<file path="config.mk">
export PLATFORM = sky130hd
export DESIGN_NAME = first_fit_heap_allocator
export DESIGN_NICKNAME = d
export VERILOG_FILES = /design/src/design/ffha_pkg.sv /design/src/design/ffha_ram.sv /design/src/design/ffha_datapath.sv /design/src/design/ffha_ctrl.sv /design/src/design/first_fit_heap_allocator.sv
export SDC_FILE = /design/constraint.sdc
export NUM_CORES = 2
export LEC_CHECK = 0
export BUFFER_PORTS_ARGS = -buffer_cell sky130_fd_sc_hd__buf_2
export CAP_MARGIN = 15
export CORE_ASPECT_RATIO = 1.75
export CORE_MARGIN = 8
export CORE_UTILIZATION = 45
export CTS_BUF_LIST = sky130_fd_sc_hd__clkbuf_4 sky130_fd_sc_hd__clkbuf_8
export DETAILED_ROUTE_END_ITERATION = 8
export HOLD_SLACK_MARGIN = 0.02
export SLEW_MARGIN = 0
export SYNTH_ARGS = -nofsm -noshare
export SYNTH_HDL_FRONTEND = slang
export SYNTH_SLANG_ARGS = --single-unit
</file>
<file path="constraint.sdc">
create_clock -name clock -period 7.5 [get_ports clock]
set_clock_uncertainty 0.05 [all_clocks]
set_input_delay 1.875 -clock clock [delete_from_list [all_inputs] [get_ports clock]]
set_output_delay 1.875 -clock clock [all_outputs]
set_load 0.05 [all_outputs]
</file>
<file path="src/design/ffha_pkg.sv">
// Shared types and constants for the first-fit heap allocator.
// Used by the controller, datapath and top level; no dependencies.
`timescale 1ns / 1ps
`default_nettype none
package ffha_pkg;
   localparam int MaxBlocks   = 64;
   localparam int IdxW        = $clog2(MaxBlocks);
   localparam int CntW        = IdxW + 1;
   localparam int HeapBytes   = 65536;
   localparam int HeaderBytes = 32;
   localparam int RegW        = 17;
   localparam int SizeW       = 16;
   localparam logic [RegW-1:0] GrowChunkReset = 17'd256;
   localparam logic [RegW-1:0] HeapLimitReset = 17'd65536;
   localparam logic [RegW-1:0] HeapBytesC     = RegW'(HeapBytes);
   localparam logic [RegW-1:0] HeaderC        = RegW'(HeaderBytes);

   typedef enum logic [0:0] {
      CSR_GROW_CHUNK = 1'b0,
      CSR_HEAP_LIMIT = 1'b1
   } csr_index_type;

   typedef enum logic [1:0] {
      ST_OK    = 2'd0,
      ST_OOM   = 2'd1,
      ST_BADFR = 2'd2
   } status_type;

   typedef enum logic [3:0] {
      S_IDLE, S_SCAN_RD, S_SCAN_CHK, S_ALLOC_END, S_SHIFT_RD, S_SHIFT_WR,
      S_FINAL, S_FREE_NXT_RD, S_FREE_NXT, S_FREE_PRV_RD, S_FREE_PRV,
      S_RM_RD, S_RM_WR, S_DONE
   } state_type;

   // Command from controller to datapath
   typedef struct packed {
      logic scan_start;  // clear walk index and address
      logic rd;          // read entry at a chosen index
      logic [1:0] rd_sel; // 0 walk, 1 walk+1, 2 walk-1, 3 next shift source
      logic scan_adv;    // step walk to next entry
      logic grow;        // append chunk block
      logic split_setup; // begin an insert after walk
      logic shift_step;  // one move of an insert/remove shift
      logic split_fin;   // write split remainder and shrink walk entry
      logic mark_used;   // set walk entry used
      logic merge_next;  // free walk, absorb next, start remove of next
      logic merge_prev;  // absorb walk into prev, start remove of walk
      logic mark_free;   // clear used of walk entry
      logic rm_done;     // count down after remove
      logic set_result;
      logic [1:0] result_st;
   } cmd_type;

   typedef struct packed {
      logic walk_end;     // walk index == count
      logic hit_alloc;    // read entry fits
      logic hit_free;     // read entry header matches address
      logic rd_used;
      logic grow_ok;
      logic split_ok;
      logic shift_done;
      logic has_next;
      logic has_prev;
   } stat_type;
endpackage
`default_nettype wire

</file>
<file path="src/design/ffha_ram.sv">
// Generic single-port-write, one-read RAM with registered read data.
// No dependencies.
`timescale 1ns / 1ps
`default_nettype none
module ffha_ram #(
   parameter int Width = 8,
   parameter int Depth = 16
) (
   input  wire logic                     clock,
   input  wire logic                     we,
   input  wire logic [$clog2(Depth)-1:0] waddr,
   input  wire logic [Width-1:0]         wdata,
   input  wire logic [$clog2(Depth)-1:0] raddr,
   output      logic [Width-1:0]         rdata
);
   logic [Width-1:0] mem [Depth];

   // Write port and registered read port
   always_ff @(posedge clock) begin
      if (we) mem[waddr] <= wdata;
      rdata <= mem[raddr];
   end
endmodule
`default_nettype wire

</file>
<file path="src/design/ffha_datapath.sv">
// Datapath: block table memory, walk counters, heap end and shift logic.
// Depends on ffha_pkg and ffha_ram.
`timescale 1ns / 1ps
`default_nettype none
module ffha_datapath (
   input  wire logic                        clock,
   input  wire logic                        reset,
   input  wire ffha_pkg::cmd_type           cmd,
   output      ffha_pkg::stat_type          stat,
   input  wire logic                        req_load,
   input  wire logic [ffha_pkg::SizeW-1:0]  size_in,
   input  wire logic [ffha_pkg::SizeW-1:0]  addr_in,
   input  wire logic [ffha_pkg::RegW-1:0]   grow_chunk,
   input  wire logic [ffha_pkg::RegW-1:0]   heap_limit,
   output      logic [ffha_pkg::SizeW-1:0]  out_addr,
   output      logic [1:0]                  out_status
);
   import ffha_pkg::*;

   localparam int EntW = SizeW + 1;

   logic [CntW-1:0]  count_ff, count_in;
   logic [RegW-1:0]  heap_end_ff, heap_end_in;
   logic [CntW-1:0]  walk_ff, walk_in;
   logic [RegW+1:0]  addr_ff, addr_in_r;
   logic [CntW-1:0]  sh_ff, sh_in;
   logic             sh_ins_ff, sh_ins_in;
   logic [SizeW-1:0] size_ff, size_in_r;
   logic [SizeW-1:0] where_ff, where_in;
   logic [SizeW-1:0] hold_ff, hold_in;   // size of walk entry
   logic [SizeW-1:0] out_addr_ff, out_addr_in;
   logic [1:0]       out_st_ff, out_st_in;

   logic             we;
   logic [IdxW-1:0]  waddr, raddr;
   logic [EntW-1:0]  wdata, rdata;
   logic [CntW-1:0]  ridx;

   ffha_ram #(.Width(EntW), .Depth(MaxBlocks)) u_tab (
      .clock(clock), .we(we), .waddr(waddr), .wdata(wdata),
      .raddr(raddr), .rdata(rdata)
   );

   logic [RegW-1:0] limit;
   logic [RegW:0]   grow_sum;
   logic [RegW-1:0] chunk_pay;
   logic [SizeW:0]  left;
   logic [RegW:0]   merged;

   always_comb begin
      limit     = (heap_limit < HeapBytesC) ? heap_limit : HeapBytesC;
      grow_sum  = {1'b0, heap_end_ff} + {1'b0, grow_chunk};
      chunk_pay = grow_chunk - HeaderC;
      left      = {1'b0, hold_ff} - {1'b0, size_ff};
      merged    = RegW'(hold_ff) + RegW'(rdata[SizeW-1:0]) + {1'b0, HeaderC};
   end

   // Status toward the controller
   always_comb begin
      stat.walk_end   = (walk_ff == count_ff);
      stat.hit_alloc  = !rdata[SizeW] && (rdata[SizeW-1:0] >= size_ff);
      stat.hit_free   = (addr_ff + (RegW+2)'(HeaderC)) == (RegW+2)'(where_ff);
      stat.rd_used    = rdata[SizeW];
      stat.grow_ok    = (grow_chunk > HeaderC) && ({1'b0, size_ff} <= chunk_pay)
                        && (count_ff < CntW'(MaxBlocks)) && (grow_sum <= {1'b0, limit});
      stat.split_ok   = (left > (SizeW+1)'(HeaderC)) && (count_ff < CntW'(MaxBlocks));
      stat.shift_done = sh_ins_ff ? (sh_ff == walk_ff + CntW'(1))
                                  : (sh_ff + CntW'(1) >= count_ff);
      stat.has_next   = (walk_ff + CntW'(1) < count_ff);
      stat.has_prev   = (walk_ff != '0);
   end

   // Read index selection
   always_comb begin
      case (cmd.rd_sel)
         2'd0:    ridx = walk_ff;
         2'd1:    ridx = walk_ff + CntW'(1);
         2'd2:    ridx = walk_ff - CntW'(1);
         default: ridx = sh_ins_ff ? sh_ff - CntW'(1) : sh_ff + CntW'(1);
      endcase
      raddr = ridx[IdxW-1:0];
   end

   // Next-state logic for counters and the table write port
   always_comb begin
      count_in    = count_ff;
      heap_end_in = heap_end_ff;
      walk_in     = walk_ff;
      addr_in_r   = addr_ff;
      sh_in       = sh_ff;
      sh_ins_in   = sh_ins_ff;
      size_in_r   = size_ff;
      where_in    = where_ff;
      hold_in     = hold_ff;
      out_addr_in = out_addr_ff;
      out_st_in   = out_st_ff;
      we          = 1'b0;
      waddr       = walk_ff[IdxW-1:0];
      wdata       = '0;
      if (req_load) begin
         size_in_r = size_in;
         where_in  = addr_in;
      end
      if (cmd.scan_start) begin
         walk_in   = '0;
         addr_in_r = '0;
      end
      if (cmd.scan_adv) begin
         walk_in   = walk_ff + CntW'(1);
         addr_in_r = addr_ff + (RegW+2)'(HeaderC) + (RegW+2)'(rdata[SizeW-1:0]);
      end
      if (cmd.rd && cmd.rd_sel == 2'd0) hold_in = rdata[SizeW-1:0];
      if (cmd.grow) begin
         we          = 1'b1;
         waddr       = count_ff[IdxW-1:0];
         wdata       = {1'b0, chunk_pay[SizeW-1:0]};
         hold_in     = chunk_pay[SizeW-1:0];
         addr_in_r   = (RegW+2)'(heap_end_ff);
         count_in    = count_ff + CntW'(1);
         heap_end_in = grow_sum[RegW-1:0];
      end
      if (cmd.split_setup) begin
         sh_in     = count_ff;
         sh_ins_in = 1'b1;
      end
      if (cmd.shift_step) begin
         we    = 1'b1;
         waddr = sh_ff[IdxW-1:0];
         wdata = rdata;
         sh_in = sh_ins_ff ? sh_ff - CntW'(1) : sh_ff + CntW'(1);
      end
      if (cmd.split_fin) begin
         we       = 1'b1;
         waddr    = sh_ff[IdxW-1:0];
         wdata    = {1'b0, left[SizeW-1:0] - SizeW'(HeaderBytes)};
         hold_in  = size_ff;
         count_in = count_ff + CntW'(1);
      end
      if (cmd.mark_used) begin
         we    = 1'b1;
         wdata = {1'b1, hold_ff};
      end
      if (cmd.mark_free) begin
         we    = 1'b1;
         wdata = {1'b0, hold_ff};
      end
      if (cmd.merge_next) begin
         we        = 1'b1;
         wdata     = {1'b0, merged[SizeW-1:0]};
         hold_in   = merged[SizeW-1:0];
         sh_in     = walk_ff + CntW'(1);
         sh_ins_in = 1'b0;
      end
      if (cmd.merge_prev) begin
         we        = 1'b1;
         waddr     = IdxW'(walk_ff - CntW'(1));
         wdata     = {1'b0, merged[SizeW-1:0]};
         sh_in     = walk_ff;
         sh_ins_in = 1'b0;
      end
      if (cmd.rm_done) count_in = count_ff - CntW'(1);
      if (cmd.set_result) begin
         out_st_in   = cmd.result_st;
         out_addr_in = (cmd.result_st == ST_OK)
                       ? SizeW'(addr_ff + (RegW+2)'(HeaderC)) : '0;
      end
   end

   // Registers
   always_ff @(posedge clock) begin
      if (reset) begin
         count_ff    <= '0;
         heap_end_ff <= '0;
         sh_ins_ff   <= 1'b0;
      end else begin
         count_ff    <= count_in;
         heap_end_ff <= heap_end_in;
         sh_ins_ff   <= sh_ins_in;
      end
      walk_ff     <= walk_in;
      addr_ff     <= addr_in_r;
      sh_ff       <= sh_in;
      size_ff     <= size_in_r;
      where_ff    <= where_in;
      hold_ff     <= hold_in;
      out_addr_ff <= out_addr_in;
      out_st_ff   <= out_st_in;
   end

   assign out_addr   = out_addr_ff;
   assign out_status = out_st_ff;

   // Table never holds more than its depth, and heap end never passes the heap size
   a_count_range: assert property (@(posedge clock) disable iff (reset)
      count_ff <= CntW'(MaxBlocks)) else $error("block count overflow");
   a_heap_range: assert property (@(posedge clock) disable iff (reset)
      heap_end_ff <= HeapBytesC) else $error("heap end overflow");
   a_count_step: assert property (@(posedge clock) disable iff (reset)
      cmd.grow |=> count_ff == $past(count_ff) + CntW'(1))
      else $error("growth did not add a block");
endmodule
`default_nettype wire

</file>
<file path="src/design/ffha_ctrl.sv">
// Controller state machine sequencing table walks, splits and merges.
// Depends on ffha_pkg.
`timescale 1ns / 1ps
`default_nettype none
module ffha_ctrl (
   input  wire logic               clock,
   input  wire logic               reset,
   input  wire logic               req_fire,
   input  wire logic               req_free,
   input  wire ffha_pkg::stat_type stat,
   output      ffha_pkg::cmd_type  cmd,
   output      logic               busy,
   output      logic               done
);
   import ffha_pkg::*;

   state_type state_ff, state_in;
   logic      free_ff, free_in;
   logic      prev_ff, prev_in;  // remove done is followed by previous merge check

   // State register
   always_ff @(posedge clock) begin
      if (reset) begin
         state_ff <= S_IDLE;
         free_ff  <= 1'b0;
         prev_ff  <= 1'b0;
      end else begin
         state_ff <= state_in;
         free_ff  <= free_in;
         prev_ff  <= prev_in;
      end
   end

   // Next state and commands
   always_comb begin
      state_in = state_ff;
      free_in  = free_ff;
      prev_in  = prev_ff;
      cmd      = '0;
      busy     = (state_ff != S_IDLE);
      done     = 1'b0;
      case (state_ff)
         S_IDLE: begin
            if (req_fire) begin
               free_in        = req_free;
               cmd.scan_start = 1'b1;
               state_in       = S_SCAN_RD;
            end
         end
         S_SCAN_RD: begin
            if (stat.walk_end) begin
               if (free_ff) begin
                  cmd.set_result = 1'b1;
                  cmd.result_st  = ST_BADFR;
                  state_in       = S_DONE;
               end else if (stat.grow_ok) begin
                  cmd.grow = 1'b1;
                  state_in = S_ALLOC_END;
               end else begin
                  cmd.set_result = 1'b1;
                  cmd.result_st  = ST_OOM;
                  state_in       = S_DONE;
               end
            end else begin
               cmd.rd   = 1'b1;
               state_in = S_SCAN_CHK;
            end
         end
         S_SCAN_CHK: begin
            cmd.rd = 1'b1;
            if (free_ff ? stat.hit_free : stat.hit_alloc) begin
               if (free_ff && !stat.rd_used) begin
                  cmd.set_result = 1'b1;
                  cmd.result_st  = ST_BADFR;
                  state_in       = S_DONE;
               end else begin
                  state_in = free_ff ? S_FREE_NXT_RD : S_ALLOC_END;
               end
            end else begin
               cmd.scan_adv = 1'b1;
               state_in     = S_SCAN_RD;
            end
         end
         S_ALLOC_END: begin
            if (stat.split_ok) begin
               cmd.split_setup = 1'b1;
               state_in        = S_SHIFT_RD;
            end else begin
               state_in = S_FINAL;
            end
         end
         S_SHIFT_RD: begin
            cmd.rd_sel = 2'd3;
            if (stat.shift_done) begin
               if (free_ff) begin
                  cmd.rm_done = 1'b1;
                  state_in    = prev_ff ? S_FREE_PRV_RD : S_FINAL;
                  prev_in     = 1'b0;
               end else begin
                  cmd.split_fin = 1'b1;
                  state_in      = S_FINAL;
               end
            end else begin
               state_in = S_SHIFT_WR;
            end
         end
         S_SHIFT_WR: begin
            cmd.rd_sel     = 2'd3;
            cmd.shift_step = 1'b1;
            state_in       = S_SHIFT_RD;
         end
         S_FINAL: begin
            if (!free_ff) cmd.mark_used = 1'b1;
            cmd.set_result = 1'b1;
            cmd.result_st  = ST_OK;
            state_in       = S_DONE;
         end
         S_FREE_NXT_RD: begin
            cmd.mark_free = 1'b1;
            cmd.rd_sel    = 2'd1;
            state_in      = S_FREE_NXT;
         end
         S_FREE_NXT: begin
            if (stat.has_next && !stat.rd_used) begin
               cmd.merge_next = 1'b1;
               prev_in        = 1'b1;
               state_in       = S_SHIFT_RD;
            end else begin
               state_in = S_FREE_PRV_RD;
            end
         end
         S_FREE_PRV_RD: begin
            cmd.rd_sel = 2'd2;
            state_in   = S_FREE_PRV;
         end
         S_FREE_PRV: begin
            if (stat.has_prev && !stat.rd_used) begin
               cmd.rd_sel     = 2'd2;
               cmd.merge_prev = 1'b1;
               state_in       = S_RM_RD;
            end else begin
               state_in = S_FINAL;
            end
         end
         S_RM_RD: begin
            cmd.rd_sel = 2'd3;
            state_in   = S_SHIFT_RD;
         end
         S_DONE: begin
            done     = 1'b1;
            state_in = S_IDLE;
         end
         default: state_in = S_IDLE;
      endcase
   end

   a_one_write: assert property (@(posedge clock) disable iff (reset)
      $countones({cmd.grow, cmd.shift_step, cmd.split_fin, cmd.mark_used,
                  cmd.mark_free, cmd.merge_next, cmd.merge_prev}) <= 1)
      else $error("two table writes in one cycle");
   a_done_idle: assert property (@(posedge clock) disable iff (reset)
      done |=> state_ff == S_IDLE) else $error("done not followed by idle");
   a_start: assert property (@(posedge clock) disable iff (reset)
      (req_fire && !busy) |=> state_ff == S_SCAN_RD) else $error("request not started");
endmodule
`default_nettype wire

</file>
<file path="src/design/first_fit_heap_allocator.sv">
// First-fit heap allocator top level: stream ports, config registers, result register.
// Depends on ffha_pkg, ffha_ctrl and ffha_datapath.
//
// Each request walks the block table stored in a 64-entry RAM with a registered
// read, reading and then checking each block visited; a split or merge then shifts
// the table one entry at a time, with a read state and a write state per entry.
// One request is handled at a time; the result register frees the walker once the
// result has been taken. No clearing pass is needed after reset.
`timescale 1ns / 1ps
`default_nettype none
module first_fit_heap_allocator (
   input  wire logic        clock,
   input  wire logic        reset,
   input  wire logic        req_tvalid,
   output      logic        req_tready,
   input  wire logic [31:0] req_tdata,  // req_size [15:0], free_addr [31:16]
   input  wire logic        req_tuser,  // action
   output      logic        rsp_tvalid,
   input  wire logic        rsp_tready,
   output      logic [23:0] rsp_tdata,  // payload_addr [15:0], status [17:16]
   input  wire logic        csr_valid,
   output      logic        csr_ready,
   input  wire logic [0:0]  csr_index,
   input  wire logic [16:0] csr_data
);
   import ffha_pkg::*;

   logic [RegW-1:0] grow_chunk_ff, heap_limit_ff;
   logic            rsp_valid_ff;
   logic [SizeW-1:0] rsp_addr_ff;
   logic [1:0]      rsp_st_ff;
   logic            free_req_ff;
   cmd_type         cmd;
   stat_type        stat;
   logic            busy, done, req_fire;
   logic [SizeW-1:0] dp_addr;
   logic [1:0]      dp_st;

   assign csr_ready  = 1'b1;
   assign req_tready = !busy && !rsp_valid_ff;
   assign req_fire   = req_tvalid && req_tready;

   // Configuration registers
   always_ff @(posedge clock) begin
      if (reset) begin
         grow_chunk_ff <= GrowChunkReset;
         heap_limit_ff <= HeapLimitReset;
      end else if (csr_valid) begin
         case (csr_index)
            CSR_GROW_CHUNK: grow_chunk_ff <= csr_data;
            CSR_HEAP_LIMIT: heap_limit_ff <= csr_data;
            default: ;
         endcase
      end
   end

   ffha_ctrl u_ctrl (
      .clock(clock), .reset(reset), .req_fire(req_fire), .req_free(req_tuser),
      .stat(stat), .cmd(cmd), .busy(busy), .done(done)
   );

   ffha_datapath u_dp (
      .clock(clock), .reset(reset), .cmd(cmd), .stat(stat), .req_load(req_fire),
      .size_in(req_tdata[15:0]), .addr_in(req_tdata[31:16]),
      .grow_chunk(grow_chunk_ff), .heap_limit(heap_limit_ff),
      .out_addr(dp_addr), .out_status(dp_st)
   );

   // Result register
   always_ff @(posedge clock) begin
      if (reset) rsp_valid_ff <= 1'b0;
      else if (done) rsp_valid_ff <= 1'b1;
      else if (rsp_tready) rsp_valid_ff <= 1'b0;
      if (done) begin
         rsp_addr_ff <= (dp_st == ST_OK && !free_req_ff) ? dp_addr : '0;
         rsp_st_ff   <= dp_st;
      end
   end

   // Remember whether the request in progress is a free.
   always_ff @(posedge clock) begin
      if (req_fire) free_req_ff <= req_tuser;
   end

   assign rsp_tvalid = rsp_valid_ff;
   assign rsp_tdata  = {6'd0, rsp_st_ff, rsp_addr_ff};

   a_no_overrun: assert property (@(posedge clock) disable iff (reset)
      done |-> !rsp_valid_ff) else $error("result overwritten");
   a_busy_block: assert property (@(posedge clock) disable iff (reset)
      busy |-> !req_tready) else $error("request taken while busy");
   a_rsp_hold: assert property (@(posedge clock) disable iff (reset)
      (rsp_tvalid && !rsp_tready) |=> rsp_tvalid) else $error("result dropped");
endmodule
`default_nettype wire

</file>
==> results.toml <==
[timing]
drv_slew = 0
max-slew-margin-rel_pct = 21.2
period_share_pct = 89.7
tns_ps = 0
setup_viol_count_final = 0
hold_viol = 0
setup_slack_ps = 771
final.min_clock_period_ps = 6730
fmax_mhz = 149
tightest_slew_ps = 1170
rsz0062_at_grt = "false"

[layout]
final_common_cell = "edfxtp_1"
fillCellCount = 10800
area_growth_pct = 12.6
final_nets = 4848
final_cell_mix = "1204 x edfxtp_1, 837 x nand2_1, 248 x mux2i_1"
drive_gt1_share_pct = 14.0
post-route-util_pct = 51.0

[grt]
grt_remaining_overflow = 0
grt_start_max_net_pins = 88
grt_pass1_vias = 38000
gr-usage-all-layers_pct = 25.4
antenna_found_initial = 1
grt_pass1_wl_mm = 259

[drt]
routed_wl_mm = 182
antenna_left = 0
vias = 38400
first_pass_iters = 7
wl_per_cell_um = 28.3
drc = 0
viasPerCell = 5.95
drt_iter0_markers = 2973

[die]
ioPinCount = 83
die-height_um = 489
rows = 173
initial_core_util_pct = 45.3
die_width_um = 286
core-area_mm2 = 0.127
die_area_mm2 = 0.140

[worst_setup_path]
critPathArrivalTime_ps = 7270
cp_max_fo = 14
cpMaxStageDelayCell = "nor4_2"
critPathKind = "flip-flop to flip-flop"
critPathTopFamily = "simple AND/OR/NAND/NOR gates"
crit_buf_inv = 3
cp-end-kind = "flip-flop"
start_kind = "flip-flop"
crit_required_ps = 8040
crit_chain = "ha_1 > inv_1 > fa_1 > nor2b_1 > o21ai_0 > a21oi_1 > o22ai_1 > o31ai_1 > nor2_1 > xnor2_1 > ha_1 > nand3_1 > nor4_1 > o31ai_1 > a31oi_1 > a211oi_2 > buf_4 > and3_2 > mux2i_1 > a21oi_4 > nor4_2 > buf_4"
slowest_delay_ps = 990

[power_and_ir_drop]
ir_worst_vdd_v = 0.000324
cellPowerDensity_mw_per_mm2 = 371
p_leak_nw = 21.7
total_power_mw = 24.0

[clock_tree]
clk_latency_ps = 910
cts_tree = "built"
cts_setup_buffers = 0
cts_resized = 0
clock_path_buffers = 3
cts_sinks = 1289
h-tree-depth = 4
numCtsBuffers = 178
clk_pin_slew_ps = 70
cts-root-buf = "clkbuf_8"
cts_hold_buf = 0

[hold_path]
hold_path.class = "flip-flop to flip-flop"

[logic_synthesis]
async_reset_ff_share_pct = 0
synth_top_flop_cell = "edfxtp_1"
synth_cell_types = 96
yosysWarnings = 0
syn_area_per_cell_um2 = 12.9
synthCells = 4472
synth_edf_count = 1204
seq_area_frac_synth_pct = 65.8
syn-cell-area_mm2 = 0.0576
synth_seq_cells = 1289

[placement]
place_ws_ps = 709
place.gp.congestion = 1.00
numPortBuffers = 75
hpwl_mm = 124

[job]
cap_violations = 0

[run_status]
status = "complete, no violations"
[tightest hold or removal path, delay by kind of cell, from the launching register on]
kind             cells  cell delay, ps
AO/OA/AOI/OAI        1              50
flip-flops           1             310
AND/OR/NAND/NOR      1              50
[state kept, by name, indices dropped and copies added (netlist names), 17 cells and up]
| register | count |
|---|---|
| heap_limit_ff | 17 |
| u_dp.u_tab.rdata | 17 |
| u_dp.heap_end_ff | 17 |
| u_dp.u_tab.mem | 1088 |
| u_dp.addr_ff | 19 |
| grow_chunk_ff | 17 |
[per-layer routing]
| layer | track usage (%) | share of wire [%] | vias to the layer above |
|---|---|---|---|
| met1 | 25.4 | 33 | 18900 |
| met4 | 23.0 | 11 | 0 |
| li1 | - | - | 17300 |
| met5 | 0 | 0 | - |
| met2 | 44.9 | 51 | 1572 |
| met3 | 4.26 | 5.4 | 561 |
[area by class of cell]
type | count | area (um2) | share of cell area [%]
diodes | 1 | 2.50 | 0.00386
clock buffers | 234 | 2930 | 4.51
clock inverters | 94 | 801 | 1.24
inverters | 84 | 315 | 0.486
multi-input cells | 2834 | 18800 | 29.0
flip-flops and latches | 1289 | 37900 | 58.4
well taps | 1662 | 2080 | 3.21
repair buffers | 246 | 2030 | 3.14
[synthesized netlist by cell type, types with 7 or more instances]
cell,count,area [um2]
a2111oi_0,7,61.3
a211oi_1,19,143
a21boi_0,33,248
a21o_1,26,195
a21oi_1,146,731
a221oi_1,45,394
a22o_1,7,61.3
a22oi_1,12,90.1
a31oi_1,83,519
a32o_1,37,370
a32oi_1,136,1190
and2_1,39,244
and3_1,14,87.6
buf_1,20,75.1
buf_2,66,330
buf_4,17,128
clkbuf_1,162,608
dfxtp_1,85,1700
edfxtp_1,1204,36200
ha_1,154,1930
inv_1,84,315
mux2i_1,248,2480
nand2_1,843,3160
nand2b_1,18,113
nand3_1,181,906
nand3b_1,12,90.1
nand4_1,11,68.8
nor2_1,139,522
nor2b_1,24,150
nor3_1,53,265
nor4_1,80,500
o211ai_1,20,150
o21a_1,15,113
o21ai_0,83,415
o221ai_1,9,78.8
o22ai_1,25,156
o31ai_1,10,75.1
or2_2,8,50.1
or3_1,15,93.8
or4_1,21,158
xnor2_1,78,683
xor2_1,53,464
[logic make-up (layout without fill, tap and decap cells)]
group / after synthesis / count (layout) / share of synthesized area, %
simple gates: 1488 / 1488 / 11.6
fa+ha+maj: 159 / 159 / 3.52
compound gates: 797 / 797 / 10.0
other cells: 2 / 8 / 0.0130
xor+xnor: 133 / 133 / 2.07
mux: 250 / 250 / 4.35
buf+inv: 354 / 658 / 2.63
flops: 1289 / 1289 / 65.8
[report_power, final]
| part | leakage [nW] | internal [mW] | switching, mW | total (mW) |
|---|---|---|---|---|
| sequential | 10.5 | 8.21 | 0.497 | 8.71 |
| combinational | 9.34 | 3.12 | 6.52 | 9.64 |
| clock | 1.95 | 2.96 | 2.74 | 5.70 |
| total | 21.7 | 14.3 | 9.76 | 24.0 |
[stage by stage]
| stage | instance area [um2] | hold WS, ps | cells |
|---|---|---|---|
| global route | 64800 | 432 | 6444 |
| floorplan | 57600 | 378 | 4477 |
| CTS | 64800 | 405 | 6437 |
| finish | 64800 | 400 | 6444 |
| global placement | 61000 | 390 | 6108 |
| detailed placement | 61000 | 396 | 6109 |
[path summary, 6_finish.rpt]
path | start | endpoint | slack, ps | cells after the start
worst max-delay path | grow_chunk_ff[0] | u_dp.u_tab.mem[10][5] | 770 | 22
worst min-delay path | heap_limit_ff[0] | heap_limit_ff[0] | 400 | 2
worst max register to register | grow_chunk_ff[0] | u_dp.u_tab.mem[10][5] | 770 | 22
worst min register to register | heap_limit_ff[0] | heap_limit_ff[0] | 400 | 2
Note: power is estimated with default switching activity, not from simulation.
